===== src/hw/rtl/lmr_pkg.sv =====
package lmr_pkg;

    // Build-time sizing
    localparam int LEVEL_STEPS = 7;
    localparam int WEAR_SLOTS  = 32;
    localparam int MODE_SLOTS  = 8;

    // Fixed thresholds of the regulation logic
    localparam logic [4:0] FAST_PRESS_MASK  = 5'h1f;
    localparam logic [4:0] FAST_PRESS_LIMIT = 5'd9;
    localparam logic [7:0] HOT_TICKS        = 8'd15;
    localparam logic [7:0] HOT_MAX          = 8'hff;
    localparam logic [3:0] LOW_TICKS        = 4'd8;

    // Item kinds
    localparam logic FUNC_POWER_ON = 1'b0;
    localparam logic FUNC_TICK     = 1'b1;

    // Press kinds (code three acts as long)
    localparam logic [1:0] PRESS_SHORT  = 2'd0;
    localparam logic [1:0] PRESS_MEDIUM = 2'd1;
    localparam logic [1:0] PRESS_LONG   = 2'd2;

    // Register indexes
    localparam logic [2:0] REG_MODE_LEVELS   = 3'd0;
    localparam logic [2:0] REG_MODE_COUNT    = 3'd1;
    localparam logic [2:0] REG_MEMORY_EN     = 3'd2;
    localparam logic [2:0] REG_MEDIUM_EN     = 3'd3;
    localparam logic [2:0] REG_TEMP_LIMIT    = 3'd4;
    localparam logic [2:0] REG_LOW_VOLTAGE   = 3'd5;
    localparam logic [2:0] REG_THERMAL_EN    = 3'd6;
    localparam logic [2:0] REG_BATTERY_EN    = 3'd7;

    // Register reset values
    localparam logic [63:0] MODE_LEVELS_RESET = 64'd460039426305;
    localparam logic [3:0]  MODE_COUNT_RESET  = 4'd5;
    localparam logic [7:0]  TEMP_LIMIT_RESET  = 8'd79;
    localparam logic [7:0]  LOW_VOLTAGE_RESET = 8'd128;

    typedef struct packed {
        logic       func;
        logic [1:0] press_kind;
        logic [7:0] temperature;
        logic [7:0] voltage;
        logic       voltage_valid;
    } lmr_in_t;

    typedef struct packed {
        logic [7:0] level;
        logic [7:0] recovery_level;
        logic [2:0] mode_number;
        logic [4:0] slot;
        logic       config_request;
        logic       shutdown;
    } lmr_out_t;

    // Configuration seen by the datapath
    typedef struct packed {
        logic [63:0] mode_levels;
        logic [3:0]  mode_count;
        logic        memory_enable;
        logic        medium_press_enable;
        logic [7:0]  temp_limit;
        logic [7:0]  low_voltage_level;
        logic        thermal_enable;
        logic        battery_enable;
    } lmr_cfg_t;

endpackage


===== src/hw/rtl/lmr_cfg.sv =====
module lmr_cfg (
    input  logic              clk,
    input  logic              rst_n,
    input  logic              psel,
    input  logic              penable,
    input  logic              pwrite,
    input  logic [5:0]        paddr,
    input  logic [63:0]       pwdata,
    output logic [63:0]       prdata,
    output logic              pready,
    output lmr_pkg::lmr_cfg_t cfg
);
    import lmr_pkg::*;

    lmr_cfg_t   cfg_reg;
    logic       wr_en;
    logic [2:0] reg_idx;

    assign pready  = 1'b1;
    assign wr_en   = psel && penable && pwrite;
    assign reg_idx = paddr[5:3];
    assign cfg     = cfg_reg;

    // Register writes
    always_ff @(posedge clk or negedge rst_n)
    begin
        if (!rst_n)
        begin
            cfg_reg.mode_levels         <= MODE_LEVELS_RESET;
            cfg_reg.mode_count          <= MODE_COUNT_RESET;
            cfg_reg.memory_enable       <= 1'b0;
            cfg_reg.medium_press_enable <= 1'b0;
            cfg_reg.temp_limit          <= TEMP_LIMIT_RESET;
            cfg_reg.low_voltage_level   <= LOW_VOLTAGE_RESET;
            cfg_reg.thermal_enable      <= 1'b1;
            cfg_reg.battery_enable      <= 1'b1;
        end
        else if (wr_en)
        begin
            case (reg_idx)
                REG_MODE_LEVELS: cfg_reg.mode_levels         <= pwdata;
                REG_MODE_COUNT:  cfg_reg.mode_count          <= pwdata[3:0];
                REG_MEMORY_EN:   cfg_reg.memory_enable       <= pwdata[0];
                REG_MEDIUM_EN:   cfg_reg.medium_press_enable <= pwdata[0];
                REG_TEMP_LIMIT:  cfg_reg.temp_limit          <= pwdata[7:0];
                REG_LOW_VOLTAGE: cfg_reg.low_voltage_level   <= pwdata[7:0];
                REG_THERMAL_EN:  cfg_reg.thermal_enable      <= pwdata[0];
                REG_BATTERY_EN:  cfg_reg.battery_enable      <= pwdata[0];
                default:         ;
            endcase
        end
    end

    // Read mux
    always_comb
    begin
        case (reg_idx)
            REG_MODE_LEVELS: prdata = cfg_reg.mode_levels;
            REG_MODE_COUNT:  prdata = {60'd0, cfg_reg.mode_count};
            REG_MEMORY_EN:   prdata = {63'd0, cfg_reg.memory_enable};
            REG_MEDIUM_EN:   prdata = {63'd0, cfg_reg.medium_press_enable};
            REG_TEMP_LIMIT:  prdata = {56'd0, cfg_reg.temp_limit};
            REG_LOW_VOLTAGE: prdata = {56'd0, cfg_reg.low_voltage_level};
            REG_THERMAL_EN:  prdata = {63'd0, cfg_reg.thermal_enable};
            REG_BATTERY_EN:  prdata = {63'd0, cfg_reg.battery_enable};
            default:         prdata = 64'd0;
        endcase
    end

endmodule


===== src/hw/rtl/light_mode_regulator.sv =====
// Mode controller and output regulator for a single-channel LED driver.
// Input channel (item_valid / item_stall / item): one beat is either a
// power-on carrying the press kind, or a regulation tick carrying averaged
// temperature and voltage samples. Output channel (result_valid /
// result_stall / result): exactly one beat per input beat, in order, with
// the driven level, recovery goal, mode index, wear slot, config request
// and shutdown flag.
// A beat accepted at a clock edge is registered and on result right after
// that edge, and can be taken at the next edge. Throughput is one beat per
// cycle while the receiver does not stall; the only loop is the mode and
// regulation state, updated at the accepting edge.
// When the receiver stalls, the finished beat holds in the result register
// and item_stall rises until it is taken; an accept and a take may happen
// at the same edge.
// Reset clears all mode/regulation state to zero (mode 0, level off, slot
// 0) and loads the default register values; no result is pending.
// Registers are written over the APB port at byte address 8*index.
module light_mode_regulator (
    input  logic              clk,
    input  logic              rst_n,
    input  logic              item_valid,
    output logic              item_stall,
    input  lmr_pkg::lmr_in_t  item,
    output logic              result_valid,
    input  logic              result_stall,
    output lmr_pkg::lmr_out_t result,
    input  logic              psel,
    input  logic              penable,
    input  logic              pwrite,
    input  logic [5:0]        paddr,
    input  logic [63:0]       pwdata,
    output logic [63:0]       prdata,
    output logic              pready
);
    import lmr_pkg::*;

    lmr_cfg_t cfg;

    lmr_cfg u_cfg (
        .clk     (clk),
        .rst_n   (rst_n),
        .psel    (psel),
        .penable (penable),
        .pwrite  (pwrite),
        .paddr   (paddr),
        .pwdata  (pwdata),
        .prdata  (prdata),
        .pready  (pready),
        .cfg     (cfg)
    );

    // State
    logic [2:0] mode_index_reg,   mode_index_next;
    logic [4:0] fast_count_reg,   fast_count_next;
    logic [4:0] slot_reg,         slot_next;
    logic [7:0] actual_reg,       actual_next;
    logic [7:0] goal_reg,         goal_next;
    logic [7:0] hot_count_reg,    hot_count_next;
    logic [3:0] low_count_reg,    low_count_next;
    logic       off_reg,          off_next;
    logic       valid_reg;
    lmr_out_t   result_reg,       result_next;

    logic       accept;

    // Handshake: take a beat whenever the result slot is free or draining
    assign item_stall   = valid_reg && result_stall;
    assign accept       = item_valid && !item_stall;
    assign result_valid = valid_reg;
    assign result       = result_reg;

    // Mode stepping helpers
    logic [3:0] used_modes;
    logic [3:0] idx_plus;
    logic [2:0] idx_fwd;
    logic [2:0] idx_back;
    logic [3:0] used_minus;
    logic [7:0] slot_plus;
    logic [4:0] fast_short;
    logic [7:0] hot_inc;
    logic [3:0] low_inc;
    logic [7:0] level_thermal;
    logic [2:0] mode_sel;
    logic [4:0] fast_sel;
    logic       cfg_req;

    always_comb
    begin
        if (cfg.mode_count == 4'd0)
            used_modes = 4'd1;
        else if (cfg.mode_count > 4'(MODE_SLOTS))
            used_modes = 4'(MODE_SLOTS);
        else
            used_modes = cfg.mode_count;

        idx_plus   = {1'b0, mode_index_reg} + 4'd1;
        idx_fwd    = (idx_plus >= used_modes) ? 3'd0 : idx_plus[2:0];
        used_minus = used_modes - 4'd1;

        if ({1'b0, mode_index_reg} == used_modes)
            idx_back = 3'd0;
        else if (mode_index_reg != 3'd0)
            idx_back = mode_index_reg - 3'd1;
        else
            idx_back = used_minus[2:0];

        slot_plus  = {3'b000, slot_reg} + 8'd1;
        fast_short = (fast_count_reg + 5'd1) & FAST_PRESS_MASK;
    end

    // Next state and result for one beat
    always_comb
    begin
        mode_index_next = mode_index_reg;
        fast_count_next = fast_count_reg;
        slot_next       = slot_reg;
        actual_next     = actual_reg;
        goal_next       = goal_reg;
        hot_count_next  = hot_count_reg;
        low_count_next  = low_count_reg;
        off_next        = off_reg;
        cfg_req         = 1'b0;
        mode_sel        = mode_index_reg;
        fast_sel        = 5'd0;
        hot_inc         = hot_count_reg;
        low_inc         = low_count_reg;
        level_thermal   = actual_reg;

        if (item.func == FUNC_POWER_ON)
        begin
            // Press handling
            case (item.press_kind)
                PRESS_SHORT:
                begin
                    fast_sel = fast_short;
                    mode_sel = idx_fwd;
                end
                PRESS_MEDIUM:
                begin
                    mode_sel = cfg.medium_press_enable ? idx_back : idx_fwd;
                end
                default:
                begin
                    mode_sel = cfg.memory_enable ? mode_index_reg : 3'd0;
                end
            endcase

            // Wear-leveling slot wraps at the slot count
            if (slot_plus >= 8'(WEAR_SLOTS) || slot_plus > 8'd31)
                slot_next = 5'd0;
            else
                slot_next = slot_plus[4:0];

            // Too many fast presses: config request, back to first mode
            if (fast_sel > FAST_PRESS_LIMIT)
            begin
                cfg_req         = 1'b1;
                fast_count_next = 5'd0;
                mode_index_next = 3'd0;
            end
            else
            begin
                fast_count_next = fast_sel;
                mode_index_next = mode_sel;
            end

            actual_next    = cfg.mode_levels[{mode_index_next, 3'b000} +: 8];
            goal_next      = actual_next;
            hot_count_next = 8'd0;
            low_count_next = 4'd0;
            off_next       = 1'b0;
        end
        else if (!off_reg)
        begin
            fast_count_next = 5'd0;

            // Thermal step-down and recovery
            if (cfg.thermal_enable)
            begin
                if (item.temperature >= cfg.temp_limit)
                begin
                    hot_inc = (hot_count_reg < HOT_MAX) ? hot_count_reg + 8'd1 : hot_count_reg;
                    if (hot_inc > HOT_TICKS && actual_reg > 8'(LEVEL_STEPS / 8))
                    begin
                        level_thermal  = actual_reg - 8'd1;
                        hot_count_next = 8'd0;
                    end
                    else
                    begin
                        hot_count_next = hot_inc;
                    end
                end
                else
                begin
                    hot_count_next = 8'd0;
                    if (cfg.temp_limit >= 8'd2 &&
                        item.temperature < cfg.temp_limit - 8'd2 &&
                        actual_reg < goal_reg)
                        level_thermal = actual_reg + 8'd1;
                end
            end
            else
            begin
                hot_count_next = 8'd0;
            end
            actual_next = level_thermal;

            // Low-battery step-down and shutdown
            if (!cfg.battery_enable)
            begin
                low_count_next = 4'd0;
            end
            else if (item.voltage_valid)
            begin
                low_inc = (item.voltage < cfg.low_voltage_level) ?
                          low_count_reg + 4'd1 : 4'd0;
                if (low_inc >= LOW_TICKS)
                begin
                    if (level_thermal > 8'(LEVEL_STEPS))
                        actual_next = 8'(LEVEL_STEPS / 2);
                    else if (level_thermal > 8'd1)
                        actual_next = level_thermal - 8'd1;
                    else
                        off_next = 1'b1;
                    goal_next      = actual_next;
                    low_count_next = 4'd0;
                end
                else
                begin
                    low_count_next = low_inc;
                end
            end
        end

        result_next.level          = off_next ? 8'd0 : actual_next;
        result_next.recovery_level = goal_next;
        result_next.mode_number    = mode_index_next;
        result_next.slot           = slot_next;
        result_next.config_request = cfg_req;
        result_next.shutdown       = off_next;
    end

    // State registers, updated on each accepted beat
    always_ff @(posedge clk or negedge rst_n)
    begin
        if (!rst_n)
        begin
            mode_index_reg <= 3'd0;
            fast_count_reg <= 5'd0;
            slot_reg       <= 5'd0;
            actual_reg     <= 8'd0;
            goal_reg       <= 8'd0;
            hot_count_reg  <= 8'd0;
            low_count_reg  <= 4'd0;
            off_reg        <= 1'b0;
        end
        else if (accept)
        begin
            mode_index_reg <= mode_index_next;
            fast_count_reg <= fast_count_next;
            slot_reg       <= slot_next;
            actual_reg     <= actual_next;
            goal_reg       <= goal_next;
            hot_count_reg  <= hot_count_next;
            low_count_reg  <= low_count_next;
            off_reg        <= off_next;
        end
    end

    // Result valid
    always_ff @(posedge clk or negedge rst_n)
    begin
        if (!rst_n)
            valid_reg <= 1'b0;
        else if (accept)
            valid_reg <= 1'b1;
        else if (!result_stall)
            valid_reg <= 1'b0;
    end

    // Result payload
    always_ff @(posedge clk)
    begin
        if (accept)
            result_reg <= result_next;
    end

endmodule


===== config.mk =====
export PLATFORM = sky130hd
export DESIGN_NAME = light_mode_regulator
export DESIGN_NICKNAME = d
export VERILOG_FILES = /design/src/hw/rtl/lmr_pkg.sv /design/src/hw/rtl/lmr_cfg.sv /design/src/hw/rtl/light_mode_regulator.sv
export SDC_FILE = /design/constraint.sdc
export NUM_CORES = 1
export LEC_CHECK = 0
export BUFFER_PORTS_ARGS = -buffer_cell sky130_fd_sc_hd__buf_2
export CAP_MARGIN = 20
export CORE_ASPECT_RATIO = 2
export CORE_UTILIZATION = 52
export CTS_BUF_LIST = sky130_fd_sc_hd__clkbuf_4 sky130_fd_sc_hd__clkbuf_8 sky130_fd_sc_hd__clkbuf_16
export DETAILED_ROUTE_END_ITERATION = 8
export PLACE_DENSITY = 0.77
export SYNTH_ARGS = -nofsm -noshare
export SYNTH_HDL_FRONTEND = slang
export SYNTH_SLANG_ARGS = --single-unit

===== constraint.sdc =====
create_clock -name clk -period 4.25 [get_ports clk]
set_input_delay 0.425 -clock clk [delete_from_list [all_inputs] [get_ports clk]]
set_output_delay 0.425 -clock clk [all_outputs]
set_load 0.05 [all_outputs]

==> results_dict.tcl <==
set metrics [dict create \
    met2_length_mm 15.1 \
    synth_cell_types 78 \
    synth_area_leader_cell "dfrtp_1" \
    grt_max_degree 66 \
    slowest_delay_ps 560 \
    drt_first_pass_iters 7 \
    clockRootBuffer "clkbuf_16" \
    m1WireLength_mm 9.14 \
    drc_errors 5 \
    crit_fanout 8 \
    synthTopCellsByArea "dfrtp_1, mux2_2, edfxtp_1" \
    combPwrFrac_pct 43.7 \
    num_rows 69 \
    critPathCaptureType "flop" \
    slew_violations 0 \
    swShare_pct 39.6 \
    power.density_nw_per_um2 579 \
    fin_ws_ps 134 \
    synth-seq-cells 157 \
    synthArstFlopShare_pct 83.4 \
    cts.path.max_buffers 2 \
    start_kind "flop" \
    initial_core_util_pct 53.5 \
    max_freq_ghz 0.243 \
    arrival_ps 4400 \
    crit_path_cell_trace "or4_4, nor2_4, xnor2_2, ha_1, o21ai_1, o22ai_1, nor4_1, buf_4, o31ai_4, o22a_1, xnor2_2, ha_2, nor2_4, a221oi_4, buf_12, mux2i_4, o221ai_1, a21oi_1" \
    critPathTopFamily "compound AO/OA/AOI/OAI gates" \
    wirelength_mm 27.0 \
    critPathKind "reg2reg" \
    dieHeight_um 194 \
    synth_top_area_share_pct 27.2 \
    p_total_mw 6.74 \
    place_ws_ps 84.6 \
    synth_seq_area_share_pct 42.8 \
    min_period_ps 4120 \
    path_clk_slew_ps 60 \
    layout.nets 1265 \
    numPortBuffers 185 \
    globalplace.congestion 0.941 \
    dieWidth_um 97.9 \
    crit_slowest_cell "or4_4" \
    routedWlPerCell_um 20.0 \
    finClkSkew_ps 13.5 \
    syn_inst 928 \
    tns_ps 0 \
    status "finished, violations left" \
    drv_cap 0 \
    vias_per_cell 6.01 \
    clock_latency_ps 440 \
    overflow 0 \
    pwr-share-seq_pct 33.6 \
    die-area_um2 19000 \
    antenna_found_initial 2 \
    ys_warn_count 0 \
    pin_count 190 \
    violations "design-rule violations" \
    hold_path_class "in2async" \
    grt_pass1_wl_mm 42.8 \
    met3WireLength_mm 1.11 \
    power_switching_mw 2.67 \
    netlist_area_um2 9560 \
    ctsHtreeMaxLevel 4 \
    antenna_left 0 \
    first_iter_violations 413 \
    cts_tree "yes" \
    topRoutingLayerUsed "met4" \
    min_period_over_period_pct 96.8 \
    drive_above_1_share_pct 36.5 \
    fin_util_pct 65.1 \
    largest_reg_flops 88 \
    syn2layout_area_growth_pct 21.8 \
    p_int_mw 4.07 \
    synth_edf_count 26 \
    syn_avg_cell_area_um2 10.3 \
    cellLeakagePower_nw 5.49 \
    fillCellCount 1473 \
    grt_util_all_layers_pct 29.3 \
    grt_pass1_vias 8468 \
    coreArea_um2 17900 \
    clkSinkCount 157 \
    worstPathRequired_ps 4540 \
    ys.flop_type "dfrtp_1" \
    clkPwrFrac_pct 22.7 \
    final_cells 1350 \
    tightestPinTransition_ps 876 \
    finalSetupViolCount 0 \
    place_inst 1309 \
    critPathBufInv 2 \
    dr_total_vias 8120 \
    post-dp-hpwl_mm 20.2 \
    finalHoldViolations 0 \
    vdd_ir_drop_max_uv 320 \
    synth_nets 1071 \
    numCtsBuffers 17 \
    relSlewSlack_pct 41.0 \
]
==> synth_stat cells (6+ instances only) <==
master / number
o21a_1: 7
or3_1: 7
nand2b_1: 15
inv_1: 44
xor2_1: 7
mux2i_1: 56
a31oi_1: 18
clkbuf_1: 34
nor3_1: 21
mux2_2: 84
xnor2_1: 11
a211oi_1: 9
buf_2: 6
dfrtp_1: 104
nand3_1: 18
a21oi_1: 21
a22o_1: 7
nand2_1: 69
dfstp_2: 27
edfxtp_1: 26
ha_1: 46
a22oi_1: 6
and2_1: 68
o21ai_0: 52
a21o_1: 9
nor2_1: 52
==> per-stage QoR <==
stage          hold WS (ps)  area, µm²
3_3_place_gp            475      10800
5_1_grt                 122      11600
2_1_floorplan           129       9560
4_1_cts                86.4      11400
6_report               64.0      11600
3_5_place_dp            496      10800
==> area by class of cell <==
type	instances	area (µm²)	area share, %
Clock buffer	20	448	3.85
Antenna cell	2	5.00	0.0430
Tap cell	213	267	2.29
Clock inverter	12	136	1.17
Multi-Input combinational cell	680	5300	45.6
Sequential cell	157	4090	35.2
Inverter	46	173	1.48
Timing Repair Buffer	220	1220	10.4
==> cell usage in the layout, fill, tap and decap left out, drive strengths merged, types with 6 or more instances in the layout <==
cell type  instances
buf              220
dfrtp            104
mux2              84
nand2             69
and2              68
o21ai             58
mux2i             56
nor2              52
inv               48
ha                46
dfstp             27
edfxtp            26
nor3              22
a21oi             21
clkbuf            20
nand3             19
a31oi             18
nand2b            15
xnor2             11
a21o               9
or3                9
a211oi             9
xor2               7
o21a               7
a22o               7
a22oi              7
o31ai              7
nand4              6
clkinv             6
==> power groups by stage <==
stage	logic (mW)	registers, mW	clock network (mW)
6_report	2.95	2.26	1.53
5_1_grt	3.19	2.30	1.60
4_1_cts	2.65	2.25	1.55
3_5_place_dp	2.62	2.27	0
3_3_place_gp	2.58	2.26	0
2_1_floorplan	1.75	2.33	0
==> worst paths after layout <==
kind	slack [ps]	from	depth (start not counted)	to
hold reg to reg	510	low_count_reg[2]	1	low_count_reg[2]
min in group clk	200	item_valid	2	result_valid
setup / recovery	130	u_cfg.cfg[14]	18	result[18]
hold / removal	60	rst_n	1	u_cfg.cfg[7]
max in group asynchronous	3160	rst_n	2	u_cfg.cfg[57]
setup reg to reg	130	u_cfg.cfg[14]	18	result[18]
==> routing by layer <==
| metal | GRT usage, % | up-vias |
|---|---|---|
| met5 | 0 | - |
| met1 | 28.7 | 3970 |
| met3 | 4.54 | 103 |
| met4 | 20.0 | 0 |
| met2 | 55.2 | 295 |
| li1 | - | 3752 |
==> cell families after synthesis <==
| logic type | after synthesis | share of synthesized area (%) |
|---|---|---|
| AOI/OAI and AO/OA | 186 | 13.4 |
| other | 1 | 0.0392 |
| and+or+nand+nor | 285 | 15.6 |
| adders and majority gates | 46 | 6.02 |
| DFF | 157 | 42.8 |
| xor gates and xnor gates | 18 | 1.65 |
| buffers and inverters | 91 | 3.81 |
| muxes | 144 | 16.7 |
==> repair_timing <==
item                       4_1_cts  5_1_grt
setup endpoints to repair        0       23
gates resized for setup          0       39
hold buffers                     0        0
setup buffers                    0        7
Note: power is estimated with default switching activity, not from simulation.
